==> config.mk <==
export PLATFORM = sky130hd
export DESIGN_NAME = civil_date_to_epoch_ms
export DESIGN_NICKNAME = d
export VERILOG_FILES = /design/src/hdl/cdte_pkg.sv /design/src/hdl/cdte_decode.sv /design/src/hdl/cdte_days.sv /design/src/hdl/cdte_scale.sv /design/src/hdl/civil_date_to_epoch_ms.sv
export SDC_FILE = /design/constraint.sdc
export NUM_CORES = 2
export LEC_CHECK = 0
export ABC_AREA = 1
export BUFFER_PORTS_ARGS = -buffer_cell sky130_fd_sc_hd__clkbuf_2
export CAP_MARGIN = 20
export CORE_MARGIN = 5
export CORE_UTILIZATION = 65
export CTS_CLUSTER_SIZE = 25
export DETAILED_ROUTE_END_ITERATION = 8
export HOLD_SLACK_MARGIN = 0.12
export PLACE_DENSITY = 0.94
export REMOVE_ABC_BUFFERS = 1
export SETUP_SLACK_MARGIN = 0.05
export SLEW_MARGIN = 25
export SYNTH_ARGS = -nofsm -noshare
export SYNTH_HDL_FRONTEND = slang
export SYNTH_SLANG_ARGS = --single-unit
==> constraint.sdc <==
create_clock -name clk -period 11.8 [get_ports clk]
set_clock_uncertainty 0.15 [all_clocks]
set_input_delay 1.77 -clock clk [delete_from_list [all_inputs] [get_ports clk]]
set_output_delay 1.77 -clock clk [all_outputs]
set_load 0.01 [all_outputs]
==> src/hdl/cdte_pkg.sv <==
// ---------------------------------------------------------------------------
// cdte_pkg: shared types and constants for the date to epoch converter
// Field widths, stage payload structs, month table and scale factors.
// ---------------------------------------------------------------------------
package cdte_pkg;

	localparam int YEAR_W  = 14;
	localparam int MONTH_W = 8;
	localparam int DAY_W   = 8;
	localparam int HOUR_W  = 5;
	localparam int MIN_W   = 6;
	localparam int SEC_W   = 6;
	localparam int MSEC_W  = 10;
	localparam int OUT_W   = 49;

	// ceil(year/100) via reciprocal multiply, exact for operands below 2^15
	localparam int YP_W          = YEAR_W + 1;
	localparam int DIV_PROD_W    = 2 * YP_W;
	localparam int DIV100_SHIFT  = 21;
	localparam logic [YP_W-1:0] DIV100_RECIP = 15'd20972;
	localparam int Q_W           = 8;

	localparam int DOY_W  = 9;
	localparam int LEAP_W = 13;
	localparam int Y365_W = 23;
	localparam int DAYS_W = 25;
	localparam int TOD_W  = 27;
	localparam int MSD_W  = 28;
	localparam int SUM_W  = DAYS_W + MSD_W;

	localparam logic [TOD_W-1:0] MS_PER_HOUR = 27'd3600000;
	localparam logic [TOD_W-1:0] MS_PER_MIN  = 27'd60000;
	localparam logic [TOD_W-1:0] MS_PER_SEC  = 27'd1000;
	localparam logic signed [MSD_W-1:0] MS_PER_DAY = 28'sd86400000;

	localparam logic signed [SUM_W-1:0] OUT_MAX = 53'sh0_FFFF_FFFF_FFFF;
	localparam logic signed [SUM_W-1:0] OUT_MIN = -OUT_MAX - 53'sd1;

	// days before the first of each month in a common year
	localparam logic [DOY_W-1:0] MONTH_BASE [0:11] = '{
		9'd0, 9'd31, 9'd59, 9'd90, 9'd120, 9'd151,
		9'd181, 9'd212, 9'd243, 9'd273, 9'd304, 9'd334
	};

	typedef struct packed {
		logic [YEAR_W-1:0] year;
		logic [Q_W-1:0]    cent;       // ceil(year / 100)
		logic [DOY_W-1:0]  doy;        // day index within a common year
		logic              after_feb;  // month is March or later
		logic [TOD_W-1:0]  tod;        // time of day in ms
	} s1_t;

	typedef struct packed {
		logic signed [DAYS_W-1:0] days;
		logic [TOD_W-1:0]         tod;
	} s2_t;

endpackage

==> src/hdl/cdte_decode.sv <==
// ---------------------------------------------------------------------------
// cdte_decode: first stage of the converter
// Clamps month and day, looks up the month base, divides the year by 100
// and folds the time of day into milliseconds.
// ---------------------------------------------------------------------------
module cdte_decode (
	input  logic                          clk,
	input  logic                          arst_n,
	input  logic                          in_valid,
	input  logic [cdte_pkg::YEAR_W-1:0]   year,
	input  logic [cdte_pkg::MONTH_W-1:0]  month,
	input  logic [cdte_pkg::DAY_W-1:0]    day,
	input  logic [cdte_pkg::HOUR_W-1:0]   hour,
	input  logic [cdte_pkg::MIN_W-1:0]    minute,
	input  logic [cdte_pkg::SEC_W-1:0]    second,
	input  logic [cdte_pkg::MSEC_W-1:0]   millisecond,
	output logic                          valid_s1,
	output cdte_pkg::s1_t                 data_s1
);

	logic [3:0]                          month_c;
	logic [4:0]                          day_c;
	logic [3:0]                          month_idx;
	logic [cdte_pkg::YP_W-1:0]           year_p99;
	logic [cdte_pkg::DIV_PROD_W-1:0]     div_prod;
	cdte_pkg::s1_t                       nxt;

	// clamp month to 1..12 and day to 1..31
	always_comb begin
		if (month == '0)
			month_c = 4'd1;
		else if (month > 8'd12)
			month_c = 4'd12;
		else
			month_c = month[3:0];
		if (day == '0)
			day_c = 5'd1;
		else if (day > 8'd31)
			day_c = 5'd31;
		else
			day_c = day[4:0];
	end

	assign month_idx = month_c - 4'd1;

	// ceil(year/100) = floor((year + 99) * recip >> shift)
	assign year_p99 = {1'b0, year} + cdte_pkg::YP_W'(99);
	assign div_prod = cdte_pkg::DIV_PROD_W'(year_p99)
		* cdte_pkg::DIV_PROD_W'(cdte_pkg::DIV100_RECIP);

	// assemble the stage payload
	always_comb begin
		nxt.year      = year;
		nxt.cent      = div_prod[cdte_pkg::DIV100_SHIFT +: cdte_pkg::Q_W];
		nxt.doy       = cdte_pkg::MONTH_BASE[month_idx]
			+ cdte_pkg::DOY_W'(day_c - 5'd1);
		nxt.after_feb = (month_c > 4'd2);
		nxt.tod       = cdte_pkg::TOD_W'(hour) * cdte_pkg::MS_PER_HOUR
			+ cdte_pkg::TOD_W'(minute) * cdte_pkg::MS_PER_MIN
			+ cdte_pkg::TOD_W'(second) * cdte_pkg::MS_PER_SEC
			+ cdte_pkg::TOD_W'(millisecond);
	end

	// advance the valid bit
	always_ff @(posedge clk or negedge arst_n) begin
		if (!arst_n)
			valid_s1 <= 1'b0;
		else
			valid_s1 <= in_valid;
	end

	// hold the payload of the beat in flight
	always_ff @(posedge clk) begin
		if (in_valid)
			data_s1 <= nxt;
	end

endmodule

==> src/hdl/cdte_days.sv <==
// ---------------------------------------------------------------------------
// cdte_days: second stage of the converter
// Decides the leap year, counts leap days before the year and forms the
// signed day count relative to the epoch year.
// ---------------------------------------------------------------------------
module cdte_days #(
	parameter int EPOCH_YEAR = 1970
) (
	input  logic           clk,
	input  logic           arst_n,
	input  logic           valid_s1,
	input  cdte_pkg::s1_t  data_s1,
	output logic           valid_s2,
	output cdte_pkg::s2_t  data_s2
);

	// days from 0001-style year zero to the first of the epoch year
	localparam int EpochDays = 365 * EPOCH_YEAR + (EPOCH_YEAR + 3) / 4
		- (EPOCH_YEAR + 99) / 100 + (EPOCH_YEAR + 399) / 400;

	logic [cdte_pkg::YP_W-1:0]    cent_x100;
	logic                         div100;
	logic                         leap;
	logic [cdte_pkg::LEAP_W-1:0]  leaps;
	logic [cdte_pkg::Y365_W-1:0]  year365;
	cdte_pkg::s2_t                nxt;

	// year divisible by 100 exactly when ceil(year/100)*100 equals it
	assign cent_x100 = cdte_pkg::YP_W'(data_s1.cent) * cdte_pkg::YP_W'(100);
	assign div100    = (cent_x100 == {1'b0, data_s1.year});
	assign leap      = ((data_s1.year[1:0] == 2'b00) && !div100)
		|| (div100 && (data_s1.cent[1:0] == 2'b00));

	// leap years in 0 .. year-1: ceil(y/4) - ceil(y/100) + ceil(y/400)
	assign leaps = cdte_pkg::LEAP_W'(({1'b0, data_s1.year} + cdte_pkg::YP_W'(3)) >> 2)
		- cdte_pkg::LEAP_W'(data_s1.cent)
		+ cdte_pkg::LEAP_W'(({1'b0, data_s1.cent} + 9'd3) >> 2);

	assign year365 = cdte_pkg::Y365_W'(data_s1.year) * cdte_pkg::Y365_W'(365);

	// sum the day count
	always_comb begin
		nxt.days = cdte_pkg::DAYS_W'(year365)
			+ cdte_pkg::DAYS_W'(leaps)
			+ cdte_pkg::DAYS_W'(data_s1.doy)
			+ cdte_pkg::DAYS_W'(leap && data_s1.after_feb)
			- cdte_pkg::DAYS_W'(EpochDays);
		nxt.tod  = data_s1.tod;
	end

	// advance the valid bit
	always_ff @(posedge clk or negedge arst_n) begin
		if (!arst_n)
			valid_s2 <= 1'b0;
		else
			valid_s2 <= valid_s1;
	end

	always_ff @(posedge clk) begin
		if (valid_s1)
			data_s2 <= nxt;
	end

endmodule

==> src/hdl/cdte_scale.sv <==
// ---------------------------------------------------------------------------
// cdte_scale: last two stages of the converter
// Scales days to milliseconds, adds the time of day and saturates to the
// signed 49-bit result range.
// ---------------------------------------------------------------------------
module cdte_scale (
	input  logic                                clk,
	input  logic                                arst_n,
	input  logic                                valid_s2,
	input  cdte_pkg::s2_t                       data_s2,
	output logic                                done,
	output logic signed [cdte_pkg::OUT_W-1:0]   epoch_ms
);

	logic                                valid_s3;
	logic signed [cdte_pkg::SUM_W-1:0]   prod_s3;
	logic [cdte_pkg::TOD_W-1:0]          tod_s3;
	logic signed [cdte_pkg::SUM_W-1:0]   prod;
	logic signed [cdte_pkg::SUM_W-1:0]   sum;
	logic signed [cdte_pkg::SUM_W-1:0]   sat;

	assign prod = cdte_pkg::SUM_W'(data_s2.days) * cdte_pkg::SUM_W'(cdte_pkg::MS_PER_DAY);

	// add time of day and clamp to the output range
	assign sum = prod_s3
		+ $signed({{(cdte_pkg::SUM_W - cdte_pkg::TOD_W){1'b0}}, tod_s3});

	always_comb begin
		if (sum > cdte_pkg::OUT_MAX)
			sat = cdte_pkg::OUT_MAX;
		else if (sum < cdte_pkg::OUT_MIN)
			sat = cdte_pkg::OUT_MIN;
		else
			sat = sum;
	end

	// advance the valid bits
	always_ff @(posedge clk or negedge arst_n) begin
		if (!arst_n) begin
			valid_s3 <= 1'b0;
			done     <= 1'b0;
		end else begin
			valid_s3 <= valid_s2;
			done     <= valid_s3;
		end
	end

	// hold the product and the result of each beat
	always_ff @(posedge clk) begin
		if (valid_s2) begin
			prod_s3 <= prod;
			tod_s3  <= data_s2.tod;
		end
		if (valid_s3)
			epoch_ms <= sat[cdte_pkg::OUT_W-1:0];
	end

endmodule

==> src/hdl/civil_date_to_epoch_ms.sv <==
// ---------------------------------------------------------------------------
// civil_date_to_epoch_ms: Gregorian date and time to epoch milliseconds
// Pulse start with a date and time of day; done then pulses
// for one cycle with epoch_ms, signed milliseconds since EPOCH_YEAR-01-01.
//
// Channels: the input beat is taken at an edge with start high and busy
// low. busy is always low: a new beat may enter in every cycle.
// Throughput: 1 beat per cycle.
// Stages: clamp and divide year by 100, day count, day-to-ms multiply,
// time-of-day add with saturation. The 25 x 28 bit multiply sets the
// depth of the third stage.
// Reset: arst_n clears all valid bits at once; nothing is in flight after.
// Results are not held: done marks each result for exactly one cycle and
// the receiver must take it then.
// ---------------------------------------------------------------------------
module civil_date_to_epoch_ms #(
	parameter int EPOCH_YEAR = 1970
) (
	input  logic                                clk,
	input  logic                                arst_n,
	input  logic                                start,
	output logic                                busy,
	input  logic [cdte_pkg::YEAR_W-1:0]         year,
	input  logic [cdte_pkg::MONTH_W-1:0]        month,
	input  logic [cdte_pkg::DAY_W-1:0]          day,
	input  logic [cdte_pkg::HOUR_W-1:0]         hour,
	input  logic [cdte_pkg::MIN_W-1:0]          minute,
	input  logic [cdte_pkg::SEC_W-1:0]          second,
	input  logic [cdte_pkg::MSEC_W-1:0]         millisecond,
	output logic                                done,
	output logic signed [cdte_pkg::OUT_W-1:0]   epoch_ms
);

	logic           accept;
	logic           valid_s1;
	logic           valid_s2;
	cdte_pkg::s1_t  data_s1;
	cdte_pkg::s2_t  data_s2;

	// the pipeline never backs up
	assign busy   = 1'b0;
	assign accept = start && !busy;

	cdte_decode u_decode (
		.clk         (clk),
		.arst_n      (arst_n),
		.in_valid    (accept),
		.year        (year),
		.month       (month),
		.day         (day),
		.hour        (hour),
		.minute      (minute),
		.second      (second),
		.millisecond (millisecond),
		.valid_s1    (valid_s1),
		.data_s1     (data_s1)
	);

	cdte_days #(
		.EPOCH_YEAR (EPOCH_YEAR)
	) u_days (
		.clk      (clk),
		.arst_n   (arst_n),
		.valid_s1 (valid_s1),
		.data_s1  (data_s1),
		.valid_s2 (valid_s2),
		.data_s2  (data_s2)
	);

	cdte_scale u_scale (
		.clk      (clk),
		.arst_n   (arst_n),
		.valid_s2 (valid_s2),
		.data_s2  (data_s2),
		.done     (done),
		.epoch_ms (epoch_ms)
	);

endmodule

# Word level (Yosys, flattened, before mapping)
# Memory sizes are Yosys's and may differ from the RTL's.
# Index checks and enable logic that the tools add are counted.
dict set report totals {
  register_bits 234
  romBits 144
  word_cells 62
  mem_count 1
}
# name depth width rd rd_ports_with_merged_regs wr line_no
set mem_list {}
lappend mem_list {{(name not given)} 16 9 1 0 0 cdte_decode.sv:55} ;# nxt.doy = cdte_pkg::MONTH_BASE[month_idx]
dict set report classes {
  addsub 16
  mul 7
  order_cmp 6
  n_eq_ne 1
  n_mux 7
  n_bitwise 1
  n_reduce_logical 9
}
# operator count
set op_table {}
lappend op_table {{$add A53 B28 Y53} 1}
lappend op_table {{$gt A53 B49 Y1 const B} 1}
lappend op_table {{$lt A53 B49 Y1 const B} 1}
lappend op_table {{$mux W49} 1}
lappend op_table {{$mul A25 B18 Y43 const B} 1}
lappend op_table {{$add A27 B10 Y27} 1}
lappend op_table {{$add A27 B16 Y27} 1}
lappend op_table {{$add A27 B22 Y27} 1}
lappend op_table {{$mul A15 B13 Y27 const B} 1}
lappend op_table {{$add A25 B1 Y25} 1}
lappend op_table {{$add A25 B9 Y25} 1}
lappend op_table {{$sub A25 B20 Y25 const B} 1}
lappend op_table {{$add A23 B13 Y24} 1}
lappend op_table {{$mul A14 B9 Y23 const B} 1}
lappend op_table {{$mul A5 B15 Y20 const B} 1}
lappend op_table {{$mux W9} 2}
lappend op_table {{$mul A6 B11 Y17 const B} 1}
lappend op_table {{$logic_not A8 Y1} 2}
lappend op_table {{$add A14 B2 Y15 const B} 1}
lappend op_table {{$add A14 B7 Y15 const B} 1}
lappend op_table {{$eq A15 B14 Y1} 1}
lappend op_table {{$add A13 B11 Y13} 1}
lappend op_table {{$mul A6 B7 Y13 const B} 1}
lappend op_table {{$mul A8 B5 Y13 const B} 1}
lappend op_table {{other kinds (16)} 21}

# Longest topological paths before layout
dict set report logic_depth {
  depth_word 9
  mapped_depth 44
  depth_no_buf 44
}

# Modules after synthesis
# Synthesis repeated with hierarchy kept, for this count alone.
dict set report hier_totals {
  cells_unflattened 3939
  area_unflattened_um2 34438.0
}
# mod n_inst cells_per_inst area_per_inst_um2 seq_area_each_um2
set by_module_without_submodules {}
lappend by_module_without_submodules {cdte_scale 1 1703 14925.6 3623.5}
lappend by_module_without_submodules {cdte_decode 1 1435 12032.8 1796.7}
lappend by_module_without_submodules {cdte_days 1 799 7468.4 1586.5}
lappend by_module_without_submodules {civil_date_to_epoch_ms 1 2 11.3 0.0}

# Worst setup path before layout
# No wires, ideal clock.
dict set report synth_path {
  path_kind {input port to flip-flop}
  startpoint {input second[3] (netlist bit)}
  endpoint {register, netlist name u_decode.data_s1[26]}
  setup_ns 0.252
  t_arrival_ns 6.845
  t_required_ns 11.398
  path_slack_ns 4.553
  path_stages 26
  n_path_buf 0
  cell_sequence {fa_1 > inv_1 > fa_1 > inv_1 > fa_1 > ha_1 > a21oi_1 > nand2_1 > a21oi_1 > o21ai_0 > a21o_1 > a21oi_1 > xor2_1 > fa_1 > ha_1 > ha_1 > nand2_1 > nor4_1 > nand4_1 > nand3_1 > nand3_1 > nand2_1 > and2_1 > nand2_1 > nand2_1 > nand2_1}
}
# element line_no
set synth_lines {}
lappend synth_lines {{start, declared} civil_date_to_epoch_ms.sv:28} ;# input logic [cdte_pkg::SEC_W-1:0] second,

==> impl_metrics.yaml <==
global_routing:
  grt_pass1_wl_mm: 124
  grt-ovfl-total: 0
  antenna_found_initial: 0
  grt_pass1_vias: 26200
  grt_usage_pct: 26.8
  grt_max_degree: 61
clocking:
  cts_tree: "built"
  clock-root-buffer: "clkbuf_16"
  cts_buffer_depth: 3
  insertion_delay_ns: 0.59
  hold_buffers: 0
  htreeDepth: 1
  clk_pin_slew_ns: 0.06
  cts_buffers: 26
  ctsResizeCount: 0
  cts_sinks: 234
  post-cts-setup-buffers: 0
yosys:
  synth.largest_area_cell: "ha_1"
  synth_cell_types: 47
  ys_warn_count: 0
  synth-seq-cells: 234
  syn_inst: 3647
  synthSimpleGateAreaFrac_pct: 11.8
  muxShareOfSynthArea_pct: 0
  synth_fa_ha_area_share_pct: 43.0
  yosysTopAreaCellShare_pct: 22.1
  ys_seq_area_share_pct: 21.3
  synth_xor_area_share_pct: 6.69
  yosys-top-cells-area: "ha_1, edfxtp_1, fa_1, inv_1, nand2_1"
  synth_top_family_by_area: "adder cells"
  ys_async_sr_fraction_pct: 1.71
  avgSynthCellArea_um2: 9.02
  synthFlopType: "edfxtp_1"
  netlist_area_mm2: 0.0329
  synth_edf_count: 230
  synth_compound_area_share_pct: 6.72
critical_path:
  worstPathArrival_ns: 7.75
  crit_path_end_kind: "register"
  cpMaxStageDelayCell: "edfxtp_1"
  critPathLaunchType: "register"
  path_max_fanout: 5
  required_ns: 11.94
  cp_common_cell: "nand2_1"
  worstSetupPathType: "reg -> reg"
  slowest_delay_ns: 0.55
finish:
  num-fill-cells: 3613
  syn2layout_area_growth_pct: 6.85
  final_cell_mix: "inv_1, ha_1, nand2_1"
  antenna_cells: 0
  multiInputGateArea_mm2: 0.0224
  final_layout_size_suffix_gt1_share_pct: 4.87
  ff_latch_area_mm2: 0.00701
  finalNetCount: 4761
  layout_commonest_cell: "inv_1"
run_status:
  status: "finished clean"
drt:
  dr.pass1.iters: 8
  antenna_left: 0
  routed_wl_mm: 74.3
  drc_errors: 0
  via_per_inst: 5.55
  wl_per_cell_um: 16.6
  vias: 24800
  drtIter0Drc: 1700
job:
  maxCapViolCount: 0
timing:
  slew_viol_final: 0
  setup_tns_ns: 0
  setup_viol: 0
  period_needed_ns: 7.61
  hold_viol_final: 0
  rsz0062_at_grt: "no"
  fmax_mhz: 131
  period_share_pct: 64.5
  relSlewSlack_pct: 37.4
  tightest_slew_ns: 0.935
floorplan:
  rows: 82
  initial_utilization_pct: 65.7
  core_region_area_mm2: 0.0501
  dieHeight_um: 235
  die_w_um: 235
  io_pins: 111
  die_area_mm2: 0.0552
placement:
  place_hpwl_mm: 63.3
  routabilityCongestion: 0.949
  portBuffers: 109
worst_hold_path:
  hp-class: "reg -> reg"
critical path, delay by kind of cell (launching register included):
| family | cells | cell delay [ns] |
|---|---|---|
| xor gates and xnor gates | 4 | 0.85 |
| AOI/OAI and AO/OA | 4 | 1.04 |
| DFF | 1 | 0.55 |
| and+or+nand+nor | 18 | 2.71 |
| adders and majority gates | 5 | 1.90 |
| buffers and inverters | 2 | 0.13 |
routing by layer:
metal  GRT usage [%]  part of all wire [%]  routed length (µm)
met3            3.20                   4.9                3650
met2            48.7                    51               38000
met4            10.4                   4.3                3230
met5               0                     0                   0
met1            32.5                    40               29500
synth_stat cells, types with 3 or more instances:
master	n
o21ai_0	108
a31oi_1	19
nand3_1	111
edfxtp_1	230
nand3b_1	3
xnor2_1	71
nor3_2	4
xor2_1	180
o31ai_1	3
o211ai_1	8
nor2_1	168
o21bai_1	19
buf_2	5
a221oi_1	3
buf_4	3
dfrtp_1	4
ha_1	580
nor4_1	7
buf_6	4
inv_1	886
nand2_1	549
o21a_1	10
a21oi_1	207
a21o_1	9
nand4_1	35
and2_1	3
or2_2	9
nor3_1	33
fa_1	343
a21boi_0	4
inv_2	5
state kept, by name (all words and copies together) (netlist names):
name and cells:
u_days.valid_s2 1, u_scale.done 1, u_scale.epoch_ms 49, u_decode.data_s1 59, u_scale.tod_s3 27, u_days.data_s2 52, u_decode.valid_s1 1, u_scale.valid_s3 1
u_scale.prod_s3 43
metrics by stage:
stage | std cells | cell area, µm² | worst slack [ns] | utilization [%] | hold WS, ns
2_1_floorplan | 3636 | 32800 | 4.55 | - | 0.250
3_3_place_gp | 4421 | 34200 | 4.07 | 68.3 | 0.250
3_5_place_dp | 4422 | 34200 | 3.73 | 68.4 | 0.255
4_1_cts | 4470 | 35100 | 4.25 | 70.2 | 0.267
5_1_grt | 4470 | 35100 | 3.48 | 70.2 | 0.277
6_report | 4470 | 35100 | 4.19 | 70.2 | 0.265
cell families (layout without fill, tap and decap cells):
logic type	Yosys count	after routing
buffers and inverters	905	1053
XOR/XNOR	251	251
other	1	4
flip-flops	234	234
AND/OR/NAND/NOR	931	931
AO/OA/AOI/OAI	401	401
adder cells (fa/ha/maj)	924	924
final cells by class:
cell class | count | share of cell area, %
multi-input cells | 2511 | 63.9
clock inverters | 18 | 0.634
clock buffers | 30 | 1.92
inverters | 891 | 9.52
well taps | 672 | 2.39
repair buffers | 114 | 1.70
flip-flops and latches | 234 | 20.0
final timing paths:
kind / start / to / slack, ns / cells after the start
worst max-delay path: u_decode.data_s1[45] / u_days.data_s2[47] / 4.19 / 33
worst min-delay path: u_decode.data_s1[12] / u_days.data_s2[12] / 0.27 / 0
worst max register to register: u_decode.data_s1[45] / u_days.data_s2[47] / 4.19 / 33
worst min register to register: u_decode.data_s1[12] / u_days.data_s2[12] / 0.27 / 0
max in group asynchronous: arst_n / u_scale.valid_s3 / 10.53 / 1
min in group asynchronous: arst_n / u_scale.valid_s3 / 0.83 / 1
Power is not shown: default switching activity piles up to over one toggle a cycle in this logic, so the estimate is an artifact.
